$ cat config.mk
export PLATFORM = sky130hd
export DESIGN_NAME = csm_queue
export DESIGN_NICKNAME = d
export VERILOG_FILES = /design/src/design/csm_pkg.sv /design/src/design/csm_queue.sv
export SDC_FILE = /design/constraint.sdc
export NUM_CORES = 1
export LEC_CHECK = 0
export ABC_AREA = 1
export BUFFER_PORTS_ARGS = -buffer_cell sky130_fd_sc_hd__buf_2
export CAP_MARGIN = 20
export CORE_MARGIN = 1.5
export CORE_UTILIZATION = 64
export CTS_BUF_LIST = sky130_fd_sc_hd__clkbuf_2
export CTS_CLUSTER_DIAMETER = 150
export DETAILED_ROUTE_END_ITERATION = 10
export PLACE_DENSITY = 0.88
export SETUP_SLACK_MARGIN = 0.05
export SLEW_MARGIN = 15
export SYNTH_ARGS = -nofsm -noshare
export SYNTH_HDL_FRONTEND = slang
export SYNTH_SLANG_ARGS = --single-unit
$ cat constraint.sdc
create_clock -name clock -period 3.6 [get_ports clock]
set_input_delay 0.36 -clock clock [delete_from_list [all_inputs] [get_ports clock]]
set_output_delay 0.36 -clock clock [all_outputs]
set_load 0.02 [all_outputs]
$ cat src/design/csm_pkg.sv
package csm_pkg;

   localparam int MAX_WIDTH   = 2048;
   localparam int MAX_HEIGHT  = 2048;
   localparam int COL_W       = $clog2(MAX_WIDTH);
   localparam int ROW_W       = $clog2(MAX_HEIGHT);
   localparam int SIZE_W      = 12;
   localparam int CHAN_W      = 8;
   localparam int NUM_CHAN    = 4;
   localparam int PIX_W       = CHAN_W * NUM_CHAN;
   localparam int FILTER_TAPS = 5;
   localparam int SUM_W       = $clog2(FILTER_TAPS * (2**CHAN_W - 1) + 1);
   localparam int QUEUE_DEPTH = 4;
   localparam int QPTR_W      = $clog2(QUEUE_DEPTH);
   localparam int ADDR_W      = 3;
   localparam int DATA_W      = 32;

   // Reciprocal of the tap count, rounded up; exact for every reachable sum.
   localparam int DIV_SHIFT   = 14;
   localparam int DIV_MUL     = (2**DIV_SHIFT + FILTER_TAPS - 1) / FILTER_TAPS;
   localparam int DIV_MUL_W   = $clog2(DIV_MUL + 1);
   localparam int PROD_W      = SUM_W + DIV_MUL_W;

   localparam logic CMD_PIXEL = 1'b0;
   localparam logic CMD_DRAIN = 1'b1;

   localparam logic [SIZE_W-1:0] FRAME_WIDTH_RESET  = SIZE_W'(640);
   localparam logic [SIZE_W-1:0] FRAME_HEIGHT_RESET = SIZE_W'(480);

   typedef enum logic [ADDR_W-3:0] {
      REG_FRAME_WIDTH  = 1'b0,
      REG_FRAME_HEIGHT = 1'b1
   } reg_index_type;

   typedef struct packed {
      logic                               filter;
      logic                               last;
      logic [NUM_CHAN-1:0][SUM_W-1:0]     sum;
   } entry_type;

   typedef struct packed {
      logic      push;
      entry_type entry;
   } push_type;

   function automatic logic [CHAN_W-1:0] mean_of_taps(input logic [SUM_W-1:0] s);
      logic [PROD_W-1:0] prod;
      prod = PROD_W'(s) * PROD_W'(DIV_MUL);
      return prod[DIV_SHIFT +: CHAN_W];
   endfunction

endpackage

$ cat src/design/csm_queue.sv
module csm_queue (
   input  logic                       clock,
   input  logic                       reset,
   input  csm_pkg::push_type          push,
   input  logic                       pop,
   output logic                       head_valid,
   output csm_pkg::entry_type         head,
   output logic [csm_pkg::QPTR_W:0]   count
);

   import csm_pkg::*;

   entry_type         entries_ff [QUEUE_DEPTH];
   logic [QPTR_W-1:0] wr_ptr_ff, wr_ptr_in;
   logic [QPTR_W-1:0] rd_ptr_ff, rd_ptr_in;
   logic [QPTR_W:0]   count_ff, count_in;

   always_comb begin
      wr_ptr_in = wr_ptr_ff;
      rd_ptr_in = rd_ptr_ff;
      count_in  = count_ff;
      if (push.push) begin
         wr_ptr_in = (wr_ptr_ff == QPTR_W'(QUEUE_DEPTH - 1)) ? '0 : wr_ptr_ff + 1'b1;
      end
      if (pop) begin
         rd_ptr_in = (rd_ptr_ff == QPTR_W'(QUEUE_DEPTH - 1)) ? '0 : rd_ptr_ff + 1'b1;
      end
      case ({push.push, pop})
         2'b10:   count_in = count_ff + 1'b1;
         2'b01:   count_in = count_ff - 1'b1;
         default: count_in = count_ff;
      endcase
   end

   always_ff @(posedge clock) begin
      if (reset) begin
         wr_ptr_ff <= '0;
         rd_ptr_ff <= '0;
         count_ff  <= '0;
      end else begin
         wr_ptr_ff <= wr_ptr_in;
         rd_ptr_ff <= rd_ptr_in;
         count_ff  <= count_in;
      end
   end

   always_ff @(posedge clock) begin
      if (push.push) begin
         entries_ff[wr_ptr_ff] <= push.entry;
      end
   end

   assign head_valid = count_ff != '0;
   assign head       = entries_ff[rd_ptr_ff];
   assign count      = count_ff;

endmodule

==> flow_metrics.tcl <==
set metrics [dict create \
    numCtsBuffers 17 \
    hpwl_um 8210 \
    hp-start "reset" \
    hold_viol_final 0 \
    viasPerCell 5.85 \
    grt_max_degree 93 \
    final_layout_size_suffix_gt1_frac 0.215 \
    startpoint_type "flip-flop" \
    preCtsSetupSlack_ns 1.52 \
    start_util 0.663 \
    grt_pass1_wl_um 23100 \
    rsz0062_at_grt "false" \
    cts.hold.buffers_added 50 \
    fillers 619 \
    synth_nets 562 \
    maxSlewHeadroom 0.409 \
    worst_clock_skew_ns 0.0231 \
    worst_pin_slew_ns 0.887 \
    drc 0 \
    die_h_um 110 \
    layout_commonest_cell "edfxtp_1" \
    synth.avg_cell_area_um2 14.4 \
    wirelength_um 15200 \
    power_density_nw_per_um2 497 \
    required_ns 3.24 \
    antenna_left 0 \
    synth_area_um2 7280 \
    most-common-layout-cells "edfxtp_1 (184), nor2_1 (102), buf_2 (99)" \
    ys.warnings.count 0 \
    hold_path_class "in2reg" \
    fin_setup_tns_ns 0 \
    wire_per_inst_um 18.8 \
    reg2reg_from "wr_ptr_ff[1]" \
    holdPathEnd "wr_ptr_ff[0]" \
    endpoint_kind "primary output" \
    ir_drop_mv 0.352 \
    htree_levels 4 \
    holdPathStages 3 \
    finalCritPeriodShare 0.819 \
    antenna_found_initial 0 \
    clk_pin_slew_ns 0.24 \
    port_buffers 99 \
    clockRootBuffer "clkbuf_2" \
    yosysSeqAreaShare 0.784 \
    dr_total_vias 4717 \
    die_w_um 110 \
    die-area_um2 12000 \
    status "complete, no violations" \
    max_cap_violations 0 \
    post-place-cells 723 \
    clock-sinks 193 \
    clkLatencyLatePin_ns 0.74 \
    crit_fanout 92 \
    grt_pass1_vias 4768 \
    grt.total_usage 0.266 \
    min_period_ns 2.95 \
    cts_tree "yes" \
    post-cts-setup-buffer-count 0 \
    leakagePower_nw 3.12 \
    ys_ff_latch 193 \
    r2r_cells 5 \
    fin_cells 806 \
    synth_cells 505 \
    regToRegSetupSlack_ns 1.70 \
    r2r_end "entries_ff[1][35]" \
    cts_resized 0 \
    n_antenna_cell 0 \
    ios 100 \
    coreArea_um2 11000 \
    crit_arrival_ns 2.59 \
    fin_ws_ns 0.650 \
    area_growth_syn_to_layout_pct 18.1 \
    worst-setup-path-type "reg2out" \
    dr.pass1.iters 5 \
    layout.nets 710 \
    post-route-util 0.783 \
    rows 38 \
    max_freq_mhz 339 \
    finalPower_w 0.00427 \
    clockBufferDepth 2 \
    finalSetupViolations 0 \
    drt_iter0_drc 416 \
    slew_viol_final 0 \
    yosysUniqueCellTypes 19 \
    grt.overflow.total 0 \
    gp_congestion 0.741 \
]
-- worst max-delay path by stage --
stage / to / slack (ns) / cells past startpoint / from
after floorplan: entries_ff[2][0] / 1.72 / 4 / wr_ptr_ff[0]
after global placement: head[10] / 1.60 / 4 / flip-flop
after detailed placement: head[10] / 1.52 / 4 / flip-flop
after CTS: head[45] / 0.66 / 4 / flip-flop
after global routing: head[45] / 0.47 / 4 / flip-flop
final: head[45] / 0.65 / 4 / flip-flop
-- where the power goes --
part	internal, W	leakage (nW)	total (W)	switching [W]
registers	0.00257	1.77	0.00261	0.0000316
clock network	0.000375	0.147	0.00105	0.000674
logic	0.000206	1.20	0.000615	0.000408
total	0.00316	3.12	0.00427	0.00111
-- cells by family (layout without fill, tap and decap cells) --
kind of cell	count (synthesis)	in the layout	share of synthesized area
fa+ha+maj	7	7	0.0131
xor+xnor	1	1	0.00120
buf+inv	44	205	0.0347
compound gates	145	145	0.108
simple gates	115	115	0.0598
flops	193	193	0.784
-- final cells by class --
cell class                      count  area, um^2  share of cell area
Sequential cell                   193        5710               0.664
Inverter                           15        56.3             0.00655
Multi-Input combinational cell    268        1320               0.154
Clock inverter                     14         146              0.0170
Clock buffer                       18        90.1              0.0105
Tap cell                          140         175              0.0204
Timing Repair Buffer              158        1100               0.128
-- cell usage after synthesis --
cell | instances | area share
a21oi_1 | 3 | 0.0021
buf_2 | 7 | 0.0048
buf_4 | 1 | 0.0010
buf_6 | 10 | 0.015
clkbuf_1 | 11 | 0.0057
dfxtp_1 | 9 | 0.025
edfxtp_1 | 184 | 0.76
fa_1 | 1 | 0.0027
ha_1 | 6 | 0.010
inv_1 | 14 | 0.0072
inv_2 | 1 | 0.00052
nand2_1 | 11 | 0.0057
nand4_1 | 1 | 0.00086
nor2_1 | 102 | 0.053
nor3_1 | 1 | 0.00069
o21ai_0 | 62 | 0.043
o21ai_1 | 34 | 0.023
o22ai_1 | 46 | 0.040
xnor2_1 | 1 | 0.0012
-- worst max-delay path: stages (launching register included) --
cell     delay, ns
dfxtp_2       0.39
buf_4         0.64
o21ai_0       0.22
o22ai_1       0.32
buf_2         0.23
-- metal layers --
| layer | vias to the layer above | part of all wire | track usage |
|---|---|---|---|
| li1 | 2172 | - | - |
| met1 | 2289 | 0.40 | 0.327 |
| met2 | 233 | 0.52 | 0.457 |
| met3 | 23 | 0.068 | 0.0599 |
| met4 | 0 | 0.013 | 0.110 |
| met5 | - | 0 | 0 |
-- registers in the layout (all words and copies together), names as in the netlist, named ones only --
name / count
count: 3
entries_ff: 184
rd_ptr_ff: 2
wr_ptr_ff: 2
-- stage by stage --
stage	hold WS, ns	instance area [um^2]
after global routing	0.268	8600
after floorplan	0.437	7280
after global placement	0.476	7820
after CTS	0.278	8580
final	0.343	8600
after detailed placement	0.499	7840
(Power assumes the default switching activity.)
