`src/design/csm_pkg.sv`:
```
package csm_pkg;

   localparam int MAX_WIDTH   = 2048;
   localparam int MAX_HEIGHT  = 2048;
   localparam int COL_W       = $clog2(MAX_WIDTH);
   localparam int ROW_W       = $clog2(MAX_HEIGHT);
   localparam int SIZE_W      = 12;
   localparam int CHAN_W      = 8;
   localparam int NUM_CHAN    = 4;
   localparam int PIX_W       = CHAN_W * NUM_CHAN;
   localparam int FILTER_TAPS = 5;
   localparam int SUM_W       = $clog2(FILTER_TAPS * (2**CHAN_W - 1) + 1);
   localparam int QUEUE_DEPTH = 4;
   localparam int QPTR_W      = $clog2(QUEUE_DEPTH);
   localparam int ADDR_W      = 3;
   localparam int DATA_W      = 32;

   // Reciprocal of the tap count, rounded up; exact for every reachable sum.
   localparam int DIV_SHIFT   = 14;
   localparam int DIV_MUL     = (2**DIV_SHIFT + FILTER_TAPS - 1) / FILTER_TAPS;
   localparam int DIV_MUL_W   = $clog2(DIV_MUL + 1);
   localparam int PROD_W      = SUM_W + DIV_MUL_W;

   localparam logic CMD_PIXEL = 1'b0;
   localparam logic CMD_DRAIN = 1'b1;

   localparam logic [SIZE_W-1:0] FRAME_WIDTH_RESET  = SIZE_W'(640);
   localparam logic [SIZE_W-1:0] FRAME_HEIGHT_RESET = SIZE_W'(480);

   typedef enum logic [ADDR_W-3:0] {
      REG_FRAME_WIDTH  = 1'b0,
      REG_FRAME_HEIGHT = 1'b1
   } reg_index_type;

   typedef struct packed {
      logic                               filter;
      logic                               last;
      logic [NUM_CHAN-1:0][SUM_W-1:0]     sum;
   } entry_type;

   typedef struct packed {
      logic      push;
      entry_type entry;
   } push_type;

   function automatic logic [CHAN_W-1:0] mean_of_taps(input logic [SUM_W-1:0] s);
      logic [PROD_W-1:0] prod;
      prod = PROD_W'(s) * PROD_W'(DIV_MUL);
      return prod[DIV_SHIFT +: CHAN_W];
   endfunction

endpackage

```
`src/design/csm_back.sv`:
```
module csm_back (
   input  logic                       clock,
   input  logic                       reset,
   input  logic                       head_valid,
   input  csm_pkg::entry_type         head,
   output logic                       pop,
   output logic                       rsp_valid,
   input  logic                       rsp_ready,
   output logic [csm_pkg::PIX_W-1:0]  rsp_pixel,
   output logic                       rsp_last
);

   import csm_pkg::*;

   logic             rsp_valid_ff, rsp_valid_in;
   logic [PIX_W-1:0] pixel_ff, pixel_in;
   logic             last_ff, last_in;
   logic [PIX_W-1:0] result;

   always_comb begin
      for (int k = 0; k < NUM_CHAN; k++) begin
         result[k*CHAN_W +: CHAN_W] = head.filter ? mean_of_taps(head.sum[k])
                                                  : head.sum[k][CHAN_W-1:0];
      end
   end

   // take the next entry when the output register is free or being drained
   always_comb begin
      pop          = head_valid && (!rsp_valid_ff || rsp_ready);
      rsp_valid_in = rsp_valid_ff;
      pixel_in     = pixel_ff;
      last_in      = last_ff;
      if (pop) begin
         rsp_valid_in = 1'b1;
         pixel_in     = result;
         last_in      = head.last;
      end else if (rsp_ready) begin
         rsp_valid_in = 1'b0;
      end
   end

   always_ff @(posedge clock) begin
      if (reset) begin
         rsp_valid_ff <= 1'b0;
      end else begin
         rsp_valid_ff <= rsp_valid_in;
      end
   end

   always_ff @(posedge clock) begin
      pixel_ff <= pixel_in;
      last_ff  <= last_in;
   end

   assign rsp_valid = rsp_valid_ff;
   assign rsp_pixel = pixel_ff;
   assign rsp_last  = last_ff;

endmodule

```
`config.mk`:
```
export PLATFORM = sky130hd
export DESIGN_NAME = csm_back
export DESIGN_NICKNAME = d
export VERILOG_FILES = /design/src/design/csm_pkg.sv /design/src/design/csm_back.sv
export SDC_FILE = /design/constraint.sdc
export NUM_CORES = 1
export LEC_CHECK = 0
export ABC_AREA = 1
export BUFFER_PORTS_ARGS = -buffer_cell sky130_fd_sc_hd__buf_2
export CAP_MARGIN = 20
export CELL_PAD_IN_SITES_DETAIL_PLACEMENT = 1
export CELL_PAD_IN_SITES_GLOBAL_PLACEMENT = 1
export CORE_ASPECT_RATIO = 0.6
export CORE_MARGIN = 3
export CORE_UTILIZATION = 45
export DETAILED_ROUTE_END_ITERATION = 12
export PLACE_DENSITY = 0.82
export SLEW_MARGIN = 30
export SYNTH_ARGS = -nofsm -noshare
export SYNTH_HDL_FRONTEND = slang
export SYNTH_SLANG_ARGS = --single-unit
```
`constraint.sdc`:
```
create_clock -name clock -period 5.65 [get_ports clock]
set_input_delay 0.565 -clock clock [delete_from_list [all_inputs] [get_ports clock]]
set_output_delay 0.565 -clock clock [all_outputs]
set_load 0.01 [all_outputs]
```
==> results of run 1 <==
## registers in the layout, summed over array words and instances (netlist names)
name and cells:
rsp_pixel 32, rsp_last 1, rsp_valid 1
## layout make-up
type                    count  share of cell area (%)
clock inverters             2                 0.07310
well taps                 315                   3.289
clock buffers               6                   1.076
flip-flops and latches     34                   8.438
multi-input cells         986                   71.77
inverters                 371                   11.65
repair buffers             87                   3.697
## synthesized netlist by cell type, types with 3 or more instances
library cell    n  area (sq um)
nand4_2         4         50.05
inv_2          11         41.29
nor4_2          3         37.54
nand3b_1       16         120.1
ha_1          252          3153
clkinv_2        3         15.01
nor3_2          6         60.06
nand3_1        81         405.4
edfxtp_1       33         991.0
xor2_1          8         70.07
nor3_4          3         48.80
a21o_1          5         37.54
nor2_4          4         45.04
nand2_2        19         118.9
inv_1         355          1333
nand2_1       284          1066
a21oi_1        61         305.3
xnor2_1         4         35.03
and2_1          5         31.28
o21ai_0        10         50.05
fa_1          124          2482
nor2_2         11         68.82
o21bai_1        9         67.56
nand4_1        12         75.07
nor2_1         52         195.2
nor3_1          4         20.02
o21ai_1         9         45.04
## worst paths after layout
path	to	slack [ns]	cells past startpoint
worst max-delay path	rsp_pixel[25]	1.07	17
worst min-delay path	rsp_valid	0.42	2
worst max register to register	rsp_pixel[24]	4.04	2
worst min register to register	rsp_valid	0.51	2
## through the flow
stage	util (%)	hold WS (ns)	cells
after floorplan	-	0.4884	1397
after global placement	50.26	0.4917	1793
after detailed placement	50.26	0.5056	1793
after CTS	50.84	0.4097	1801
after global routing	50.84	0.4166	1801
final	50.84	0.4238	1801
## metal layers
metal  wire (um)  track usage, %  vias up
met3        1498           4.442       25
met2       14400           41.90      186
met5           0               0        -
li1            -               -     4543
met1       16290           36.68     4630
met4         267           2.337        0
## logic make-up (layout without fill, tap and decap cells)
logic type	count (synthesis)	after routing
xor gates and xnor gates	12	12
and+or+nand+nor	504	504
buffers and inverters	377	466
adders and majority gates	376	376
DFF	34	34
AOI/OAI and AO/OA	94	94
## layout by cell type, fill, tap and decap left out, types with 12 or more instances in the layout
master and count:
ha_1 252, nand2_1 284, buf_2 84, a21oi_1 60, edfxtp_1 33, nor2_1 52, nand3b_1 16, nand2_2 19
nand4_1 12, inv_1 355, nand3_1 81, fa_1 124
## power by group
| part | switching [mW] | internal, mW |
|---|---|---|
| clock network | 0.116 | 0.162 |
| registers | 0.0313 | 0.387 |
| logic | 3.01 | 1.63 |
| total | 3.16 | 2.18 |
## worst max-delay path, delay by kind of cell
kind | cells | cell delay (ns)
adders and majority gates | 6 | 2.64
AOI/OAI and AO/OA | 3 | 0.52
and+or+nand+nor | 3 | 0.46
buffers and inverters | 5 | 0.41
==> summary.txt, run 1 <==
Status
  – Status: complete, no violations

Placed design
  – Placed Area: 11840 sq um
  – DP HPWL: 29180 um
  – Worst setup slack after placement: 0.8361 ns
  – Port bufs: 84
  – Gpl congestion: 0.9445

Setup path
  – Critical Setup Path Class: primary input to flip-flop
  – Slowest-stage cell, CP: fa_1
  – Crit path cell chain: buf_2 -> ha_1 -> inv_1 -> fa_1 -> inv_1 -> fa_1 -> inv_1 -> fa_1 -> fa_1 -> inv_1 -> ha_1 -> a21oi_1 -> o21bai_1 -> nor2_1 -> nand3b_1 -> nand3_1 -> o21ai_1
  – Critical path peak fanout: 6
  – Arr. time, crit path: 4.60 ns
  – Worst setup EP type: flip-flop
  – Data required time of the worst path: 5.67 ns
  – Worst setup path start: head[38]
  – Critical path startpoint category: primary input
  – Worst stage delay on the critical path: 0.54 ns
  – Reg2Reg Launch Point: rsp_valid

Floorplan
  – Die width: 208.1 um
  – Core area: 23570 sq um
  – Die Span Y: 127.3 um
  – Die area: 26480 sq um
  – Ports: 85
  – Initial core utilization: 46.79%
  – FP Rows: 43

Route
  – DRC: 0
  – Post-route ant nets: 0
  – Pre-antenna DRT Iters: 5
  – Initial DRC count: 514
  – DR vias/cell: 5.210
  – WL/cell: 18.02 um
  – Final WL: 32450 um
  – Via count: 9384

Global route
  – Largest net degree at the start of global routing: 39
  – First-pass GRT wire length: 53860 um
  – GR Overflow Total: 0
  – Initial antenna violation count: 0
  – Vias in the first global route: 10305
  – All-Layer GR Usage: 25.44%

Synthesis
  – Post-Syn Nets: 1823
  – EDFF count, synth: 33
  – Synth cell types: 33
  – Synth warnings: 0
  – Post-synth ARST share: 0%
  – Number of synthesized register bits: 34
  – Netlist Area Pre-Place: 11030 sq um
  – Xor and xnor area share after synthesis: 0.9531%
  – Post-synthesis sequential area ratio: 9.168%
  – Ys flop type: edfxtp_1
  – Synth Area in Adders: 51.11%
  – Mapped Avg Cell Area: 7.893 sq um
  – Mux contribution to synthesized area: 0%
  – Synth Area in Simple Gates: 21.24%
  – Synth Instances: 1397
  – Main combinational cell family by area after synthesis: adder cells
  – Compound-gate portion of the synthesized area: 4.584%

Final layout
  – Fill count: 2988
  – Final nets: 1911
  – Multi-input logic area: 8600 sq um
  – Antenna Cells: 0
  – Area delta synth->final: 8.658%
  – Register area: 1011 sq um
  – Fraction of layout cells with a size suffix above 1: 10.63%
  – Finished Cell Area: 11980 sq um

STA
  – Relative slew margins: 52.34%
  – TNS Setup: 0 ns
  – Min cycle time layout: 4.582 ns
  – RSZ-0062 raised after global routing: false
  – Final Max Tran Viols: 0
  – Final setup violation count: 0
  – Hold Vio Cnt, Final: 0
  – Setup slack after layout: 1.068 ns
  – Clock Skew: 0.006780 ns
  – Fmax: 218.3 MHz
  – Tcrit/Tclk final: 81.09%
  – Worst-margin pin slew: 0.7105 ns

CTS
  – Post-CTS Setup Repair Bufs: 0
  – Deepest clock path buffer count: 2
  – Clk sinks: 34
  – Reg clk slew, reported paths: 0.06 ns
  – CTS Buf Count: 5
  – CTS Root Cell: clkbuf_16
  – CTS tree: done
  – Worst skew pair latency: 0.29 ns
  – Hold Buf Count CTS: 0
  – H-Tree Depth: 2
  – Post-cts resize count: 0

Hold path
  – Hold Crit Class: primary input to flip-flop
  – Hold Crit Start: reset

Power and ir drop
  – Tot Pwr: 5.340 mW
  – PD cells: 445.7 nW/um^2
  – IR drop worst, VDD: 0.0002026 V
  – Lkg Pwr: 7.058 nW

Run
  – Maximum Capacitance Violations: 0
No activity file was read; power rests on OpenSTA's default activity.
==> run 2, diff against run 1 <==
clock period = 4.6 ns   (was 5.65 ns; I/O delays follow)
==> run 2 against run 1 <==
Count of clock-buffer cells in the layout did not move. Sequential share of layout area fell by 0.16 points. Global-route usage rose by 0.26 points. Combinational power rose by 25%. Non-clock buffer count rose by 30. Final area rose by 1.9%. Core utilization rose by 0.96 points. First-iteration DRC count rose by 2.1%. Sequential power rose by 21%. Largest cell class unchanged. Highest routed layer unchanged.
==> summary.txt, run 2 (synthesized netlist as in run 1, its figures left out) <==
CTS
  – Deepest clock path buffer count: 2
  – H-Tree Depth: 2
  – Reg clk slew, reported paths: 0.06 ns
  – CTS tree: done
  – CTS Root Cell: clkbuf_16
  – Clk sinks: 34
  – CTS Buf Count: 5
  – Worst skew pair latency: 0.30 ns

Hold path
  – Hold Crit Class: primary input to flip-flop

Global route
  – Vias in the first global route: 10319
  – First-pass GRT wire length: 54140 um
  – Largest net degree at the start of global routing: 38
  – All-Layer GR Usage: 25.69%
  – Initial antenna violation count: 0
  – GR Overflow Total: 0

STA
  – Hold Vio Cnt, Final: 0
  – Relative slew margins: 53.14%
  – Hold slack final: 0.3025 ns
  – Setup slack after layout: 0.1955 ns
  – Fmax: 227.0 MHz
  – Final setup violation count: 0
  – Worst-margin pin slew: 0.7013 ns
  – Tcrit/Tclk final: 95.75%
  – Clock Skew: 0.01130 ns
  – RSZ-0062 raised after global routing: false
  – Final Max Tran Viols: 0
  – Min cycle time layout: 4.405 ns

Power and ir drop
  – Lkg Pwr: 7.203 nW
  – IR drop worst, VDD: 0.0002218 V
  – PD cells: 543.6 nW/um^2
  – Sw frac: 58.57%
  – Comb pwr share: 87.2%
  – Int Pwr: 2.749 mW
  – Net Sw Power: 3.887 mW
  – Part of the power in registers: 7.6%
  – Clock Power Share: 5.2%

Setup path
  – Data required time of the worst path: 4.64 ns
  – Worst setup EP type: flip-flop
  – Internal reg-to-reg setup slack: 2.93 ns
  – Critical Setup Path Class: primary input to flip-flop
  – Critical path peak fanout: 4
  – Critical path startpoint category: primary input
  – Arr. time, crit path: 4.45 ns

Final layout
  – Final nets: 1941
  – Commonest non-fill, non-tap cell in the layout: inv_1
  – Fraction of layout cells with a size suffix above 1: 12.40%
  – Multi-input logic area: 8600 sq um
  – Most frequent cells in the layout: inv_1 (355), nand2_1 (284), ha_1 (252)
  – Max reg flops: 32
  – Antenna Cells: 0
  – Register area: 1011 sq um
  – Fill count: 2992
  – Area delta synth->final: 10.70%

Floorplan
  – Ports: 85
  – Initial core utilization: 46.79%
  – Die area: 26480 sq um
  – Core area: 23570 sq um
  – Die width: 208.1 um
  – FP Rows: 43
  – Die Span Y: 127.3 um

Route
  – Post-route ant nets: 0
  – DR vias/cell: 5.124
  – Pre-antenna DRT Iters: 5
  – Final WL: 32860 um
  – Initial DRC count: 525
  – Via count: 9382
  – WL/cell: 17.95 um
  – DRC: 0

Placed design
  – DP HPWL: 29720 um
  – Port bufs: 84
  – Worst setup slack after placement: -0.1520 ns
  – Gpl congestion: 0.9314

Status
  – Status: complete, no violations

Run
  – Maximum Capacitance Violations: 0
[run 2: cell count changes in the layout (fill, tap and decap cells not counted)]
cell,change
o21ai_1,+1
buf_4,+30
o21ai_0,-1
[run 2: power by group through the flow]
stage / logic [mW] / clock network [mW] / registers (mW)
CTS: 5.75 / 0.354 / 0.509
floorplan: 4.02 / 0 / 0.550
detailed placement: 5.70 / 0 / 0.513
global route: 6.58 / 0.364 / 0.517
global placement: 5.41 / 0 / 0.515
finish: 5.78 / 0.345 / 0.507
[run 2: stage by stage]
stage	util [%]	power (mW)	instance area [sq um]	setup TNS [ns]	cells
after floorplan	-	4.574	11030	0	1397
after global placement	51.22	5.926	12070	0	1823
after detailed placement	51.22	6.215	12070	-0.2905	1823
after CTS	51.80	6.615	12210	0	1831
after global routing	51.80	7.463	12210	0	1831
final	51.80	6.636	12210	0	1831
[run 2: critical path, cell delays in order]
cell     delay, ns
buf_2         0.10
inv_1         0.05
ha_1          0.32
fa_1          0.54
inv_1         0.07
fa_1          0.50
inv_1         0.06
fa_1          0.44
fa_1          0.54
inv_1         0.06
ha_1          0.30
buf_4         0.14
nand2_1       0.15
o21ai_1       0.16
a21oi_1       0.26
nand3_1       0.12
nand3_1       0.11
nand2_1       0.07
[run 2: cell type report]
cell class | instances | share of cell area [%]
well taps | 315 | 3.229
clock inverters | 2 | 0.07175
multi-input cells | 986 | 70.45
flip-flops and latches | 34 | 8.282
repair buffers | 117 | 5.474
inverters | 371 | 11.44
clock buffers | 6 | 1.056
[run 2: timing repair]
action                     4_1_cts  5_1_grt
setup endpoints to repair        0        2
hold buffers                     0        0
buffers inserted                 0        0
gates resized for setup          0        1
[run 2: layer usage]
| metal | up-vias | routed length (um) | GRT usage, % |
|---|---|---|---|
| met5 | - | 0 | 0 |
| met4 | 0 | 334 | 2.891 |
| met3 | 30 | 1519 | 4.564 |
| met2 | 171 | 14650 | 42.50 |
| met1 | 4579 | 16360 | 36.68 |
| li1 | 4602 | - | - |
[run 2: worst paths after layout]
check / startpoint / end / cells after the start
hold reg to reg: rsp_valid / rsp_valid / 2
setup / recovery: head[9] / rsp_pixel[4] / 18
setup reg to reg: rsp_valid / rsp_pixel[24] / 2
hold / removal: reset / rsp_valid / 2
